**config.mk**
```make
export PLATFORM = sky130hd
export DESIGN_NAME = optical_morse_decoder_flat
export DESIGN_NICKNAME = d
export VERILOG_FILES = /design/src/hw/rtl/omd_pkg.sv /design/src/hw/rtl/omd_sample_if.sv /design/src/hw/rtl/omd_result_if.sv /design/src/hw/rtl/omd_tracker.sv /design/src/hw/rtl/omd_out_fifo.sv /design/src/hw/rtl/optical_morse_decoder.sv /design/src/flat_wrapper.sv
export SDC_FILE = /design/constraint.sdc
export NUM_CORES = 1
export LEC_CHECK = 0
export BUFFER_PORTS_ARGS = -buffer_cell sky130_fd_sc_hd__buf_4
export CAP_MARGIN = 20
export CORE_UTILIZATION = 60
export DETAILED_ROUTE_END_ITERATION = 7
export PLACE_DENSITY_LB_ADDON = 0.1
export SLEW_MARGIN = 10
export SYNTH_ARGS = -nofsm -noshare
export SYNTH_HDL_FRONTEND = slang
export SYNTH_SLANG_ARGS = --single-unit
```
**constraint.sdc**
```tcl
create_clock -name clk_i -period 8.35 [get_ports clk_i]
set_input_delay 0.835 -clock clk_i [delete_from_list [all_inputs] [get_ports clk_i]]
set_output_delay 0.835 -clock clk_i [all_outputs]
set_load 0.02 [all_outputs]
```
**src/hw/rtl/omd_pkg.sv**
```systemverilog
// omd_pkg: shared types, constants and the letter table of the optical morse decoder
// no dependencies; imported by every other file of the block
`default_nettype none

package omd_pkg;

  // channel and register widths
  localparam int unsigned SampleWidth = 10;
  localparam int unsigned MsWidth     = 16;
  localparam int unsigned KindWidth   = 3;
  localparam int unsigned CharWidth   = 7;
  localparam int unsigned StableWidth = 17;
  localparam int unsigned SinceWidth  = 18;

  // configuration port
  localparam int unsigned CfgIdxWidth  = 3;
  localparam int unsigned CfgDataWidth = 16;

  localparam logic [CfgIdxWidth-1:0] RegLevelThreshold = 3'd0;
  localparam logic [CfgIdxWidth-1:0] RegInvertLevel    = 3'd1;
  localparam logic [CfgIdxWidth-1:0] RegDebounce       = 3'd2;
  localparam logic [CfgIdxWidth-1:0] RegDashThreshold  = 3'd3;
  localparam logic [CfgIdxWidth-1:0] RegLetterGap      = 3'd4;
  localparam logic [CfgIdxWidth-1:0] RegWordGap        = 3'd5;

  // register reset values
  localparam logic [SampleWidth-1:0] LevelThresholdRst = 10'd400;
  localparam logic                   InvertLevelRst    = 1'b0;
  localparam logic [MsWidth-1:0]     DebounceRst       = 16'd50;
  localparam logic [MsWidth-1:0]     DashThresholdRst  = 16'd300;
  localparam logic [MsWidth-1:0]     LetterGapRst      = 16'd500;
  localparam logic [MsWidth-1:0]     WordGapRst        = 16'd1500;

  // saturation limits of the timers
  localparam logic [StableWidth-1:0] StableMax = '1;
  localparam logic [SinceWidth-1:0]  SinceMax  = '1;

  // symbol buffer default depth
  localparam int unsigned MaxSymbolsDefault = 6;
  // longest pattern present in the letter table
  localparam int unsigned TableMaxLen = 5;

  // output queue depth, holds two full ticks of results
  localparam int unsigned FifoDepth = 4;

  localparam logic [CharWidth-1:0] CharUnknown = 7'h3F;  // '?'
  localparam logic [CharWidth-1:0] CharNone    = 7'h00;

  typedef enum logic [KindWidth-1:0] {
    KIND_DOT    = 3'd0,
    KIND_DASH   = 3'd1,
    KIND_LETTER = 3'd2,
    KIND_SPACE  = 3'd3,
    KIND_END    = 3'd4
  } kind_e;

  typedef struct packed {
    logic [SampleWidth-1:0] level_threshold;
    logic                   invert_level;
    logic [MsWidth-1:0]     debounce_ms;
    logic [MsWidth-1:0]     dash_threshold_ms;
    logic [MsWidth-1:0]     letter_gap_ms;
    logic [MsWidth-1:0]     word_gap_ms;
  } cfg_t;

  typedef struct packed {
    logic [KindWidth-1:0] kind;
    logic [CharWidth-1:0] character;
    logic                 last;
  } result_t;

  // up to two results written into the output queue in one cycle
  typedef struct packed {
    logic [1:0] count;
    result_t    first;
    result_t    second;
  } push_t;

  // pattern bit i is symbol i, 1 = dash; bits beyond len are zero
  function automatic logic [CharWidth-1:0] decode_char(logic [2:0] len, logic [4:0] bits);
    logic [CharWidth-1:0] ch;
    case ({len, bits})
      {3'd2, 5'd2}:  ch = 7'h41;  // A
      {3'd4, 5'd1}:  ch = 7'h42;  // B
      {3'd4, 5'd5}:  ch = 7'h43;  // C
      {3'd3, 5'd1}:  ch = 7'h44;  // D
      {3'd1, 5'd0}:  ch = 7'h45;  // E
      {3'd4, 5'd4}:  ch = 7'h46;  // F
      {3'd3, 5'd3}:  ch = 7'h47;  // G
      {3'd4, 5'd0}:  ch = 7'h48;  // H
      {3'd2, 5'd0}:  ch = 7'h49;  // I
      {3'd4, 5'd14}: ch = 7'h4A;  // J
      {3'd3, 5'd5}:  ch = 7'h4B;  // K
      {3'd4, 5'd2}:  ch = 7'h4C;  // L
      {3'd2, 5'd3}:  ch = 7'h4D;  // M
      {3'd2, 5'd1}:  ch = 7'h4E;  // N
      {3'd3, 5'd7}:  ch = 7'h4F;  // O
      {3'd4, 5'd6}:  ch = 7'h50;  // P
      {3'd4, 5'd11}: ch = 7'h51;  // Q
      {3'd3, 5'd2}:  ch = 7'h52;  // R
      {3'd3, 5'd0}:  ch = 7'h53;  // S
      {3'd1, 5'd1}:  ch = 7'h54;  // T
      {3'd3, 5'd4}:  ch = 7'h55;  // U
      {3'd4, 5'd8}:  ch = 7'h56;  // V
      {3'd3, 5'd6}:  ch = 7'h57;  // W
      {3'd4, 5'd9}:  ch = 7'h58;  // X
      {3'd4, 5'd13}: ch = 7'h59;  // Y
      {3'd4, 5'd3}:  ch = 7'h5A;  // Z
      {3'd5, 5'd30}: ch = 7'h31;  // 1
      {3'd5, 5'd28}: ch = 7'h32;  // 2
      {3'd5, 5'd24}: ch = 7'h33;  // 3
      {3'd5, 5'd16}: ch = 7'h34;  // 4
      {3'd5, 5'd0}:  ch = 7'h35;  // 5
      {3'd5, 5'd1}:  ch = 7'h36;  // 6
      {3'd5, 5'd3}:  ch = 7'h37;  // 7
      {3'd5, 5'd7}:  ch = 7'h38;  // 8
      {3'd5, 5'd15}: ch = 7'h39;  // 9
      {3'd5, 5'd31}: ch = 7'h30;  // 0
      default:       ch = CharUnknown;
    endcase
    return ch;
  endfunction

endpackage

`default_nettype wire

```
**src/hw/rtl/omd_sample_if.sv**
```systemverilog
// omd_sample_if: valid/ready channel carrying one sensor sample per tick
// depends on omd_pkg
`default_nettype none

interface omd_sample_if import omd_pkg::*; ();
  logic                   valid;
  logic                   ready;
  logic [SampleWidth-1:0] sample;

  modport source (output valid, output sample, input ready);
  modport sink   (input valid, input sample, output ready);
endinterface

`default_nettype wire

```
**src/hw/rtl/omd_result_if.sv**
```systemverilog
// omd_result_if: valid/ready channel carrying one decoded result
// depends on omd_pkg
`default_nettype none

interface omd_result_if import omd_pkg::*; ();
  logic                 valid;
  logic                 ready;
  logic [KindWidth-1:0] kind;
  logic [CharWidth-1:0] character;
  logic                 last;

  modport source (output valid, output kind, output character, output last, input ready);
  modport sink   (input valid, input kind, input character, input last, output ready);
endinterface

`default_nettype wire

```
**src/hw/rtl/omd_tracker.sv**
```systemverilog
// omd_tracker: threshold, debounce, edge timing and symbol buffer of the decoder
// depends on omd_pkg; produces up to two results per processed tick
`default_nettype none

module omd_tracker import omd_pkg::*; #(
  parameter int unsigned MAX_SYMBOLS = MaxSymbolsDefault
) (
  input  wire                     clk_i,
  input  wire                     rst_ni,
  input  wire                     step_i,
  input  wire  [SampleWidth-1:0]  sample_i,
  input  cfg_t                    cfg_i,
  output push_t                   push_o
);

  localparam int unsigned CntWidth = $clog2(MAX_SYMBOLS + 1);
  localparam int unsigned IdxWidth = $clog2(MAX_SYMBOLS);
  localparam logic [CntWidth-1:0] CntMax = CntWidth'(MAX_SYMBOLS);
  localparam logic [CntWidth-1:0] CntTableMax = CntWidth'(TableMaxLen);

  logic                   prev_level_q, prev_level_d;
  logic [StableWidth-1:0] stable_q, stable_d;
  logic                   acc_level_q, acc_level_d;
  logic [SinceWidth-1:0]  since_q, since_d;
  logic [CntWidth-1:0]    count_q, count_d;
  logic [MAX_SYMBOLS-1:0] pattern_q, pattern_d;
  logic                   overflow_q, overflow_d;
  logic                   done_q, done_d;

  logic                   level;
  logic [SinceWidth-1:0]  since_inc;
  logic                   is_dash;
  logic [CharWidth-1:0]   letter_char;
  push_t                  push;

  always_comb begin
    if (overflow_q || count_q > CntTableMax) begin
      letter_char = CharUnknown;
    end else begin
      letter_char = decode_char(count_q[2:0], pattern_q[4:0]);
    end
  end

  always_comb begin
    if (cfg_i.invert_level) begin
      level = sample_i < cfg_i.level_threshold;
    end else begin
      level = sample_i > cfg_i.level_threshold;
    end

    if (level != prev_level_q) begin
      stable_d = '0;
    end else if (stable_q != StableMax) begin
      stable_d = stable_q + 1'b1;
    end else begin
      stable_d = stable_q;
    end
    prev_level_d = level;

    since_inc = (since_q != SinceMax) ? since_q + 1'b1 : since_q;

    acc_level_d = (stable_d > {1'b0, cfg_i.debounce_ms}) ? level : acc_level_q;
    is_dash     = since_inc > {2'b00, cfg_i.dash_threshold_ms};

    since_d    = since_inc;
    count_d    = count_q;
    pattern_d  = pattern_q;
    overflow_d = overflow_q;
    done_d     = done_q;
    push       = '0;

    if (acc_level_d != acc_level_q) begin
      since_d = '0;
      done_d  = 1'b0;
      if (acc_level_q) begin
        // falling edge closes an on-time
        if (count_q < CntMax) begin
          pattern_d[count_q[IdxWidth-1:0]] = is_dash;
          count_d = count_q + 1'b1;
        end else begin
          overflow_d = 1'b1;
        end
        push.count = 2'd1;
        push.first = '{kind: is_dash ? KIND_DASH : KIND_DOT, character: CharNone, last: 1'b1};
      end else if (count_q != '0 && since_inc > {2'b00, cfg_i.letter_gap_ms}) begin
        count_d    = '0;
        pattern_d  = '0;
        overflow_d = 1'b0;
        push.first = '{kind: KIND_LETTER, character: letter_char, last: 1'b1};
        push.count = 2'd1;
        if (since_inc > {2'b00, cfg_i.word_gap_ms}) begin
          push.count      = 2'd2;
          push.first.last = 1'b0;
          push.second     = '{kind: KIND_SPACE, character: CharNone, last: 1'b1};
        end
      end
    end else if (since_inc > {1'b0, cfg_i.word_gap_ms, 1'b0}) begin
      // quiet period: flush the pending letter once
      if (!done_q && count_q != '0) begin
        count_d     = '0;
        pattern_d   = '0;
        overflow_d  = 1'b0;
        done_d      = 1'b1;
        push.count  = 2'd2;
        push.first  = '{kind: KIND_LETTER, character: letter_char, last: 1'b0};
        push.second = '{kind: KIND_END, character: CharNone, last: 1'b1};
      end
    end
  end

  assign push_o = step_i ? push : '0;

  always_ff @(posedge clk_i or negedge rst_ni) begin
    if (!rst_ni) begin
      prev_level_q <= 1'b0;
      stable_q     <= '0;
      acc_level_q  <= 1'b0;
      since_q      <= '0;
      count_q      <= '0;
      pattern_q    <= '0;
      overflow_q   <= 1'b0;
      done_q       <= 1'b0;
    end else if (step_i) begin
      prev_level_q <= prev_level_d;
      stable_q     <= stable_d;
      acc_level_q  <= acc_level_d;
      since_q      <= since_d;
      count_q      <= count_d;
      pattern_q    <= pattern_d;
      overflow_q   <= overflow_d;
      done_q       <= done_d;
    end
  end

endmodule

`default_nettype wire

```
**src/hw/rtl/omd_out_fifo.sv**
```systemverilog
// omd_out_fifo: small result queue taking up to two results per cycle
// depends on omd_pkg
`default_nettype none

module omd_out_fifo import omd_pkg::*; (
  input  wire      clk_i,
  input  wire      rst_ni,
  input  push_t    push_i,
  output logic     room2_o,
  output logic     valid_o,
  input  wire      ready_i,
  output result_t  data_o
);

  localparam int unsigned PtrWidth = $clog2(FifoDepth);
  localparam int unsigned LvlWidth = $clog2(FifoDepth + 1);
  localparam logic [LvlWidth-1:0] RoomLimit = LvlWidth'(FifoDepth - 2);

  result_t             mem_q [FifoDepth];
  logic [PtrWidth-1:0] wr_ptr_q, wr_ptr_d, rd_ptr_q, rd_ptr_d;
  logic [LvlWidth-1:0] level_q, level_d;
  logic [PtrWidth-1:0] wr_ptr_next;
  logic                pop;

  assign valid_o     = level_q != '0;
  assign data_o      = mem_q[rd_ptr_q];
  assign room2_o     = level_q <= RoomLimit;
  assign pop         = valid_o && ready_i;
  assign wr_ptr_next = wr_ptr_q + 1'b1;

  always_comb begin
    wr_ptr_d = wr_ptr_q + PtrWidth'(push_i.count);
    rd_ptr_d = rd_ptr_q + PtrWidth'(pop);
    level_d  = level_q + LvlWidth'(push_i.count) - LvlWidth'(pop);
  end

  always_ff @(posedge clk_i) begin
    if (push_i.count != 2'd0) begin
      mem_q[wr_ptr_q] <= push_i.first;
    end
    if (push_i.count == 2'd2) begin
      mem_q[wr_ptr_next] <= push_i.second;
    end
  end

  always_ff @(posedge clk_i or negedge rst_ni) begin
    if (!rst_ni) begin
      wr_ptr_q <= '0;
      rd_ptr_q <= '0;
      level_q  <= '0;
    end else begin
      wr_ptr_q <= wr_ptr_d;
      rd_ptr_q <= rd_ptr_d;
      level_q  <= level_d;
    end
  end

endmodule

`default_nettype wire

```
**src/hw/rtl/optical_morse_decoder.sv**
```systemverilog
// optical_morse_decoder: top level, configuration registers, input register and wiring
// depends on omd_pkg, omd_sample_if, omd_result_if, omd_tracker, omd_out_fifo
`default_nettype none

// Decodes Morse code from a light sensor. Each sample transfer is one millisecond
// tick; the sample is thresholded (optionally inverted), debounced, and the accepted
// level is timed. A falling edge yields a dot or dash, a rising edge after a letter
// gap yields the decoded letter ('?' if unknown) plus a word space past the word gap,
// and a quiet period of twice the word gap flushes the pending letter followed by an
// end marker. Each tick gives zero, one or two results; last marks the final one.
// Rate: one sample per clock. A sample is held in the input register, then the
// tracker updates its state and writes its results into a four-entry output queue in
// the same cycle, and the queue offers them from its registered entries. A
// sample is processed only while the queue has room for two results, so the sink
// must sustain one result per cycle for the block to keep taking samples each cycle.
// Configuration writes take effect on the next tick and should be made while idle.
module optical_morse_decoder import omd_pkg::*; #(
  parameter int unsigned MAX_SYMBOLS = MaxSymbolsDefault
) (
  input  wire                     clk_i,
  input  wire                     rst_ni,
  input  wire                     cfg_we_i,
  input  wire  [CfgIdxWidth-1:0]  cfg_idx_i,
  input  wire  [CfgDataWidth-1:0] cfg_data_i,
  omd_sample_if.sink              in_ch,
  omd_result_if.source            out_ch
);

  // configuration registers
  cfg_t cfg_q;

  always_ff @(posedge clk_i or negedge rst_ni) begin
    if (!rst_ni) begin
      cfg_q.level_threshold   <= LevelThresholdRst;
      cfg_q.invert_level      <= InvertLevelRst;
      cfg_q.debounce_ms       <= DebounceRst;
      cfg_q.dash_threshold_ms <= DashThresholdRst;
      cfg_q.letter_gap_ms     <= LetterGapRst;
      cfg_q.word_gap_ms       <= WordGapRst;
    end else if (cfg_we_i) begin
      case (cfg_idx_i)
        RegLevelThreshold: cfg_q.level_threshold   <= cfg_data_i[SampleWidth-1:0];
        RegInvertLevel:    cfg_q.invert_level      <= cfg_data_i[0];
        RegDebounce:       cfg_q.debounce_ms       <= cfg_data_i;
        RegDashThreshold:  cfg_q.dash_threshold_ms <= cfg_data_i;
        RegLetterGap:      cfg_q.letter_gap_ms     <= cfg_data_i;
        RegWordGap:        cfg_q.word_gap_ms       <= cfg_data_i;
        default: ;  // unused indexes are ignored
      endcase
    end
  end

  // input register
  logic                   in_valid_q;
  logic [SampleWidth-1:0] sample_q;
  logic                   room2;
  logic                   step;
  push_t                  push;
  result_t                head;

  // process the held sample when the queue can take two results
  assign step         = in_valid_q && room2;
  assign in_ch.ready  = !in_valid_q || step;

  always_ff @(posedge clk_i or negedge rst_ni) begin
    if (!rst_ni) begin
      in_valid_q <= 1'b0;
    end else if (in_ch.valid && in_ch.ready) begin
      in_valid_q <= 1'b1;
    end else if (step) begin
      in_valid_q <= 1'b0;
    end
  end

  // payload register, no reset
  always_ff @(posedge clk_i) begin
    if (in_ch.valid && in_ch.ready) begin
      sample_q <= in_ch.sample;
    end
  end

  // level, timing and symbol state
  omd_tracker #(
    .MAX_SYMBOLS (MAX_SYMBOLS)
  ) u_tracker (
    .clk_i    (clk_i),
    .rst_ni   (rst_ni),
    .step_i   (step),
    .sample_i (sample_q),
    .cfg_i    (cfg_q),
    .push_o   (push)
  );

  // result queue doubles as the output register
  omd_out_fifo u_out_fifo (
    .clk_i   (clk_i),
    .rst_ni  (rst_ni),
    .push_i  (push),
    .room2_o (room2),
    .valid_o (out_ch.valid),
    .ready_i (out_ch.ready),
    .data_o  (head)
  );

  assign out_ch.kind      = head.kind;
  assign out_ch.character = head.character;
  assign out_ch.last      = head.last;

endmodule

`default_nettype wire
```
**src/flat_wrapper.sv**
```systemverilog
// flat-port wrapper written by rule: the top's interface ports become plain ports
module optical_morse_decoder_flat import omd_pkg::*;
#(
  parameter int unsigned MAX_SYMBOLS = MaxSymbolsDefault
)
  (clk_i, rst_ni, cfg_we_i, cfg_idx_i, cfg_data_i, in_ch_valid, in_ch_sample, in_ch_ready, out_ch_valid, out_ch_kind, out_ch_character, out_ch_last, out_ch_ready);
  omd_sample_if in_ch_i ();
  omd_result_if out_ch_i ();
  input  wire clk_i;
  input  wire rst_ni;
  input  wire cfg_we_i;
  input  wire  [CfgIdxWidth-1:0] cfg_idx_i;
  input  wire  [CfgDataWidth-1:0] cfg_data_i;
  input wire logic [$bits(in_ch_i.valid)-1:0] in_ch_valid;
  input wire logic [$bits(in_ch_i.sample)-1:0] in_ch_sample;
  output wire logic [$bits(in_ch_i.ready)-1:0] in_ch_ready;
  output wire logic [$bits(out_ch_i.valid)-1:0] out_ch_valid;
  output wire logic [$bits(out_ch_i.kind)-1:0] out_ch_kind;
  output wire logic [$bits(out_ch_i.character)-1:0] out_ch_character;
  output wire logic [$bits(out_ch_i.last)-1:0] out_ch_last;
  input wire logic [$bits(out_ch_i.ready)-1:0] out_ch_ready;
  assign in_ch_i.valid = in_ch_valid;
  assign in_ch_i.sample = in_ch_sample;
  assign in_ch_ready = in_ch_i.ready;
  assign out_ch_valid = out_ch_i.valid;
  assign out_ch_kind = out_ch_i.kind;
  assign out_ch_character = out_ch_i.character;
  assign out_ch_last = out_ch_i.last;
  assign out_ch_i.ready = out_ch_ready;
  optical_morse_decoder #(.MAX_SYMBOLS(MAX_SYMBOLS)) u_core (.clk_i(clk_i), .rst_ni(rst_ni), .cfg_we_i(cfg_we_i), .cfg_idx_i(cfg_idx_i), .cfg_data_i(cfg_data_i), .in_ch(in_ch_i), .out_ch(out_ch_i));
endmodule
```
# ---- After elaboration in Yosys (flattened, before gate mapping)
# Memory sizes are Yosys's and may differ from the RTL's.
# Cells that the tools add are included.
dict set report word_totals {
  reg_bits 141
  latchBits 0
  ram_bits 44
  romBits 0
  out_inout_bits 13
  elab_cells 163
  mem_count 1
}
# name words word_bits read_ports rd_clocked_by_memory_dff wr line
set mem_list {}
lappend mem_list {u_core.u_out_fifo.mem_q 4 11 1 0 2 omd_out_fifo.sv:19} ;# result_t mem_q [FifoDepth];
dict set report op_classes {
  addsub 8
  mul 0
  n_div 0
  n_lt_le_gt_ge 12
  n_eq_ne 49
  shifts 0
  n_mux 48
  bitwise 0
  n_reduce_logical 26
}
# operator count
set ops {}
lappend ops {{$pmux 7 s36} 1}
lappend ops {{$eq 8x8->1 const B} 22}
lappend ops {{$mux 24} 5}
lappend ops {{$eq 8x7->1 const B} 12}
lappend ops {{$gt 18x16->1} 3}
lappend ops {{$mux 18} 2}
lappend ops {{$mux 6} 6}
lappend ops {{$mux 17} 2}
lappend ops {{$mux 1} 19}
lappend ops {{$add 18x1->18 const B} 1}
lappend ops {{$gt 18x17->1} 1}
lappend ops {{$mux 3} 6}
lappend ops {{$ne 18x18->1 const B} 1}
lappend ops {{$add 17x1->17 const B} 1}
lappend ops {{$gt 17x16->1} 1}
lappend ops {{$ne 17x17->1 const B} 1}
lappend ops {{$eq 8x6->1 const B} 2}
lappend ops {{$mux 13} 1}
lappend ops {{$mux 12} 1}
lappend ops {{$reduce_and 2->1} 6}
lappend ops {{$mux 11} 1}
lappend ops {{$gt 10x10->1} 1}
lappend ops {{$lt 10x10->1} 1}
lappend ops {{$reduce_and 5->1} 2}
lappend ops {{other kinds (29)} 44}

# ---- Logic depth before layout (Yosys ltp)
dict set report logic_depth {
  ltp_word 12
  ltp_mapped 33
  depth_no_buf 29
}

# ---- Hierarchy
# A second synthesis with hierarchy kept.
dict set report hier_totals {
  cells_unflattened 1131
  area_unflattened_um2 12170.4
}
# mod instances cells_each area_per_inst_um2
set by_module_without_submodules {}
lappend by_module_without_submodules {omd_tracker 1 807 6173.4}
lappend by_module_without_submodules {optical_morse_decoder 1 178 3344.5}
lappend by_module_without_submodules {omd_out_fifo 1 146 2652.5}

# ---- Least setup slack after synthesis
# Ideal clock, no wire load.
dict set report synth_path {
  kind {reg2reg}
  start {reg u_core.cfg_q[72] (netlist name)}
  end {reg u_core.u_out_fifo.level_q[2]}
  setup_time_ns 0.123
  arrival_ns 6.511
  t_required_ns 8.227
  setup_slack_ns 1.717
  path_stages_with_launch 34
  n_path_buf 4
  synth_period_minus_slack_ns 6.633
  path_cell_list {dfstp_2 -> inv_1 -> ha_1 -> nand4_1 -> nor2_1 -> a21oi_1 -> o211ai_1 -> mux2i_1 -> xnor2_1 -> clkbuf_1 -> buf_1 -> nor2_1 -> ha_1 -> and3_1 -> nand3_1 -> or2_2 -> o32a_1 -> o21ai_0 -> and2_1 -> nor2_1 -> o22a_1 -> ha_1 -> inv_1 -> nand4_1 -> a221o_1 -> o21ai_2 -> a31o_2 -> inv_2 -> buf_4 -> buf_6 -> ha_1 -> inv_1 -> fa_1 -> xnor2_1}
}
dict set report synth_via {
  elab_chain_cells 11
  word_cells_on_any_way 12
  cone_classes {2 x add/sub; 3 x order compare; 2 x eq/ne; 5 x mux}
}
# element line
set synth_lines {}
lappend synth_lines {{from (decl)} optical_morse_decoder.sv:30} ;# cfg_t cfg_q;
lappend synth_lines {{$gt 10x10->1 or $lt 10x10->1 (tied branches)} {omd_tracker.sv:48, omd_tracker.sv:46}}
lappend synth_lines {{$mux 1 (*)} omd_tracker.sv:45} ;# if (cfg_i.invert_level) begin
lappend synth_lines {{$ne 1x1->1 (*)} omd_tracker.sv:51} ;# if (level != prev_level_q) begin
lappend synth_lines {{$mux 17 (*)} omd_tracker.sv:51}
lappend synth_lines {{named net u_core.u_tracker.stable_d[11]} omd_tracker.sv:22} ;# logic [StableWidth-1:0] stable_q, stable_d;
lappend synth_lines {{$gt 17x16->1 (*)} omd_tracker.sv:62} ;# acc_level_d = (stable_d > {1'b0, cfg_i.debounce_ms}) ? level : acc_level_q;
lappend synth_lines {{$mux 1 (*)} omd_tracker.sv:62}
lappend synth_lines {{named net u_core.u_tracker.acc_level_d} omd_tracker.sv:23} ;# logic acc_level_q, acc_level_d;
lappend synth_lines {{$ne 1x1->1 (*)} omd_tracker.sv:72} ;# if (acc_level_d != acc_level_q) begin
lappend synth_lines {{$mux 24 (*)} omd_tracker.sv:72}
lappend synth_lines {{$mux 24 (*)} omd_tracker.sv:111} ;# assign push_o = step_i ? push : '0;
lappend synth_lines {{$add 3x2->3 (*)} omd_out_fifo.sv:34} ;# level_d = level_q + LvlWidth'(push_i.count) - LvlWidth'(pop);
lappend synth_lines {{$sub 3x1->3 (*)} omd_out_fifo.sv:34}
lappend synth_lines {{named net u_core.u_out_fifo.level_d[2]} omd_out_fifo.sv:21} ;# logic [LvlWidth-1:0] level_q, level_d;
lappend synth_lines {{to (signal assigned)} omd_out_fifo.sv:54} ;# level_q <= level_d;
lappend synth_lines {{to (decl)} omd_out_fifo.sv:21}
# Mark *: on every way through the listed nets, which the timed path passes. The rest lies on a longest branch.
# A chain may end at the register's enable or synchronous reset.

==> reports/metrics.yaml <==
status: "finished, final reports clean"
fin_crit_ns: 7.678
clkLatencyLatePin_ns: 0.44
grt_antenna_before_repair: 0
hold_viol: 0
port_buffers: 46
cts-root-buf: "clkbuf_16"
area_delta_synth_final_pct: 9.208
fp.dieArea_um2: 19900
p_leak_nw: 5.681
synth_edf_count: 26
ant_nets: 0
hpwl_um: 19860
maxCapViolations: 0
synthTopCellsByCount: "nand2_1 (119), o21ai_0 (116), dfrtp_1 (107), ha_1 (102), inv_1 (102)"
crit_slowest_cell: "xnor2_2"
cts.sink_count: 184
p_per_area_nw_per_um2: 221.7
grt_max_degree: 83
antenna-diode-count: 0
vias: 9124
yosys_warnings: 0
synth_nets: 1371
die_y_um: 141.1
post-cts-setup-buffers: 0
synth_top_area_cell: "dfrtp_1"
cts_resized: 0
async_flop_share: 0.7065
vdd_drop_max_uv: 175.5
grt_use_met3: 0.04654
dp_cells: 1489
syn_avg_cell_area_um2: 9.404
postLayoutCoreUtil: 0.6730
grt_usage: 0.2946
drc: 0
hold_slack_ns: 0.4432
rows: 50
cp_data_required_time_ns: 8.47
yosys_register_bits: 184
post_drt_wl_per_cell_um: 18.06
critPathMaxFanout: 23
slew-limit-headroom: 0.1914
cts_buffers: 17
hold_buffers: 0
overflow: 0
tns_ns: 0
final_cells: 1523
viasPerCell: 5.991
synth.distinct_cells: 84
yosys.area.top_type_share: 0.2307
synth.most_common_cell: "nand2_1"
use_met1: 0.3959
first_pass_iters: 5
synthTopCellsByArea: "dfrtp_1 (23%), ha_1 (11%), edfxtp_1 (6.7%)"
grt_pass1_wl_um: 45790
path_class: "register to register"
synth_ff_type: "dfrtp_1"
cts_buffer_depth: 2
cp_data_arrival_time_ns: 7.80
synthCells: 1234
drt_wl_total_um: 27510
tightest_slew_ns: 1.197
cpPeakStageDelay_ns: 0.76
fin_skew_ns: 0.009969
start_kind: "register"
coreArea_um2: 18830
start_util: 0.6163
min_period_over_period: 0.9195
cts_tree: "done"
syn_area_um2: 11600
hp-class: "primary input to asynchronous set/reset pin"
routabilityCongestion: 0.8962
grt_busiest_layer: "met2"
drive_gt1_frac: 0.1512
use_met2: 0.4846
synth-seq-area-share: 0.3984
num_io_pins: 47
finalSetupViolations: 0
finalPower_mw: 2.809
fin_nets: 1387
fmax_mhz: 130.2
grt_pass1_vias: 8952
drtIter0Drc: 635
grt_setup_unrepaired: "false"
clkTransAtPathRegs_ns: 0.07
fp.dieW_um: 141.1
htree_levels: 4
endpoint_kind: "register"
drv_slew: 0
==> cells in the final DEF (no fill, tap or decap), types with 6 or more instances in the layout <==
master,count
nand2_1,118
o21ai_0,116
dfrtp_1,107
inv_1,102
ha_1,102
nor2_1,77
buf_4,52
a21oi_1,46
mux2_2,38
nor3_1,31
nand3_1,29
dfxtp_1,28
edfxtp_1,26
dfstp_2,23
a21o_1,22
nand4_1,21
mux2i_1,20
o31ai_1,19
xnor2_1,18
clkbuf_16,17
xor2_1,16
nand2b_1,15
and2_1,14
a22o_1,14
and3_1,12
mux4_2,11
or3_1,10
nor2b_1,9
o22ai_1,8
a31oi_1,8
nor4_1,6
==> sequential cells by signal, summed over array words and instances (netlist names), 2 cells and up <==
signal / cells
u_core.u_out_fifo.level_q: 3
u_core.u_tracker.count_q: 3
u_core.u_tracker.stable_q: 17
u_core.u_tracker.since_q: 18
u_core.u_out_fifo.mem_q: 44
u_core.u_out_fifo.rd_ptr_q: 2
u_core.u_tracker.pattern_q: 5
u_core.u_out_fifo.wr_ptr_q: 2
u_core.cfg_q: 75
u_core.sample_q: 10
==> stage by stage <==
stage / instance area, µm² / setup slack, ns
finish: 12670 / 0.6722
global placement: 12080 / 0.8653
CTS: 12650 / 0.5117
global route: 12670 / 0.2035
floorplan: 11600 / 1.717
detailed placement: 12080 / 0.5690
==> worst paths after layout <==
kind                                          startpoint                            end  slack (ns)  depth (start not counted)
setup / recovery                        u_core.cfg_q[72]  u_core.u_out_fifo.mem_q[0][8]        0.67                         27
hold / removal                                    rst_ni   u_core.u_tracker.stable_q[9]        0.44                          1
setup reg to reg                        u_core.cfg_q[72]  u_core.u_out_fifo.mem_q[0][8]        0.67                         27
hold reg to reg            u_core.u_out_fifo.mem_q[3][7]  u_core.u_out_fifo.mem_q[3][7]        0.48                          1
max in group asynchronous                         rst_ni  u_core.u_out_fifo.wr_ptr_q[1]        6.74                          2
min in group clk_i         u_core.u_out_fifo.mem_q[3][7]  u_core.u_out_fifo.mem_q[3][7]        0.48                          1
==> power by group <==
group | switching, mW | internal [mW]
Clock | 0.374 | 0.420
Sequential | 0.0994 | 1.05
Combinational | 0.521 | 0.345
Total | 0.995 | 1.81
==> area by class of cell <==
type	instances	area [µm²]
multi-input combinational	887	6339
fill	1578	6157
sequential	184	4623
inverter	105	394.1
tap	260	325.3
clock inverter	13	135.1
timing repair buffer	55	424.2
clock buffer	19	432.9
==> critical path, delay by kind of cell, from the launching register on <==
family,cells,cell delay [ns]
adders and majority gates,3,1.18
AOI/OAI and AO/OA,12,2.71
buffers and inverters,4,0.93
and+or+nand+nor,6,0.95
DFF,1,0.52
xor gates and xnor gates,1,0.76
muxes,1,0.28
==> cells by family (layout without fill, tap and decap cells) <==
logic type / after synthesis / in the layout / share of synthesized area
muxes: 72 / 72 / 0.07892
adders and majority gates: 103 / 103 / 0.1117
xor gates and xnor gates: 35 / 35 / 0.02641
and+or+nand+nor: 378 / 378 / 0.1622
AOI/OAI and AO/OA: 299 / 299 / 0.1650
buffers and inverters: 163 / 192 / 0.05747
DFF: 184 / 184 / 0.3984
==> routing by layer <==
layer	part of all wire	vias up
li1	-	4451
met1	0.45	4412
met2	0.48	214
met3	0.044	47
met4	0.025	0
met5	0	-
No activity file was read; power rests on OpenSTA's default activity.
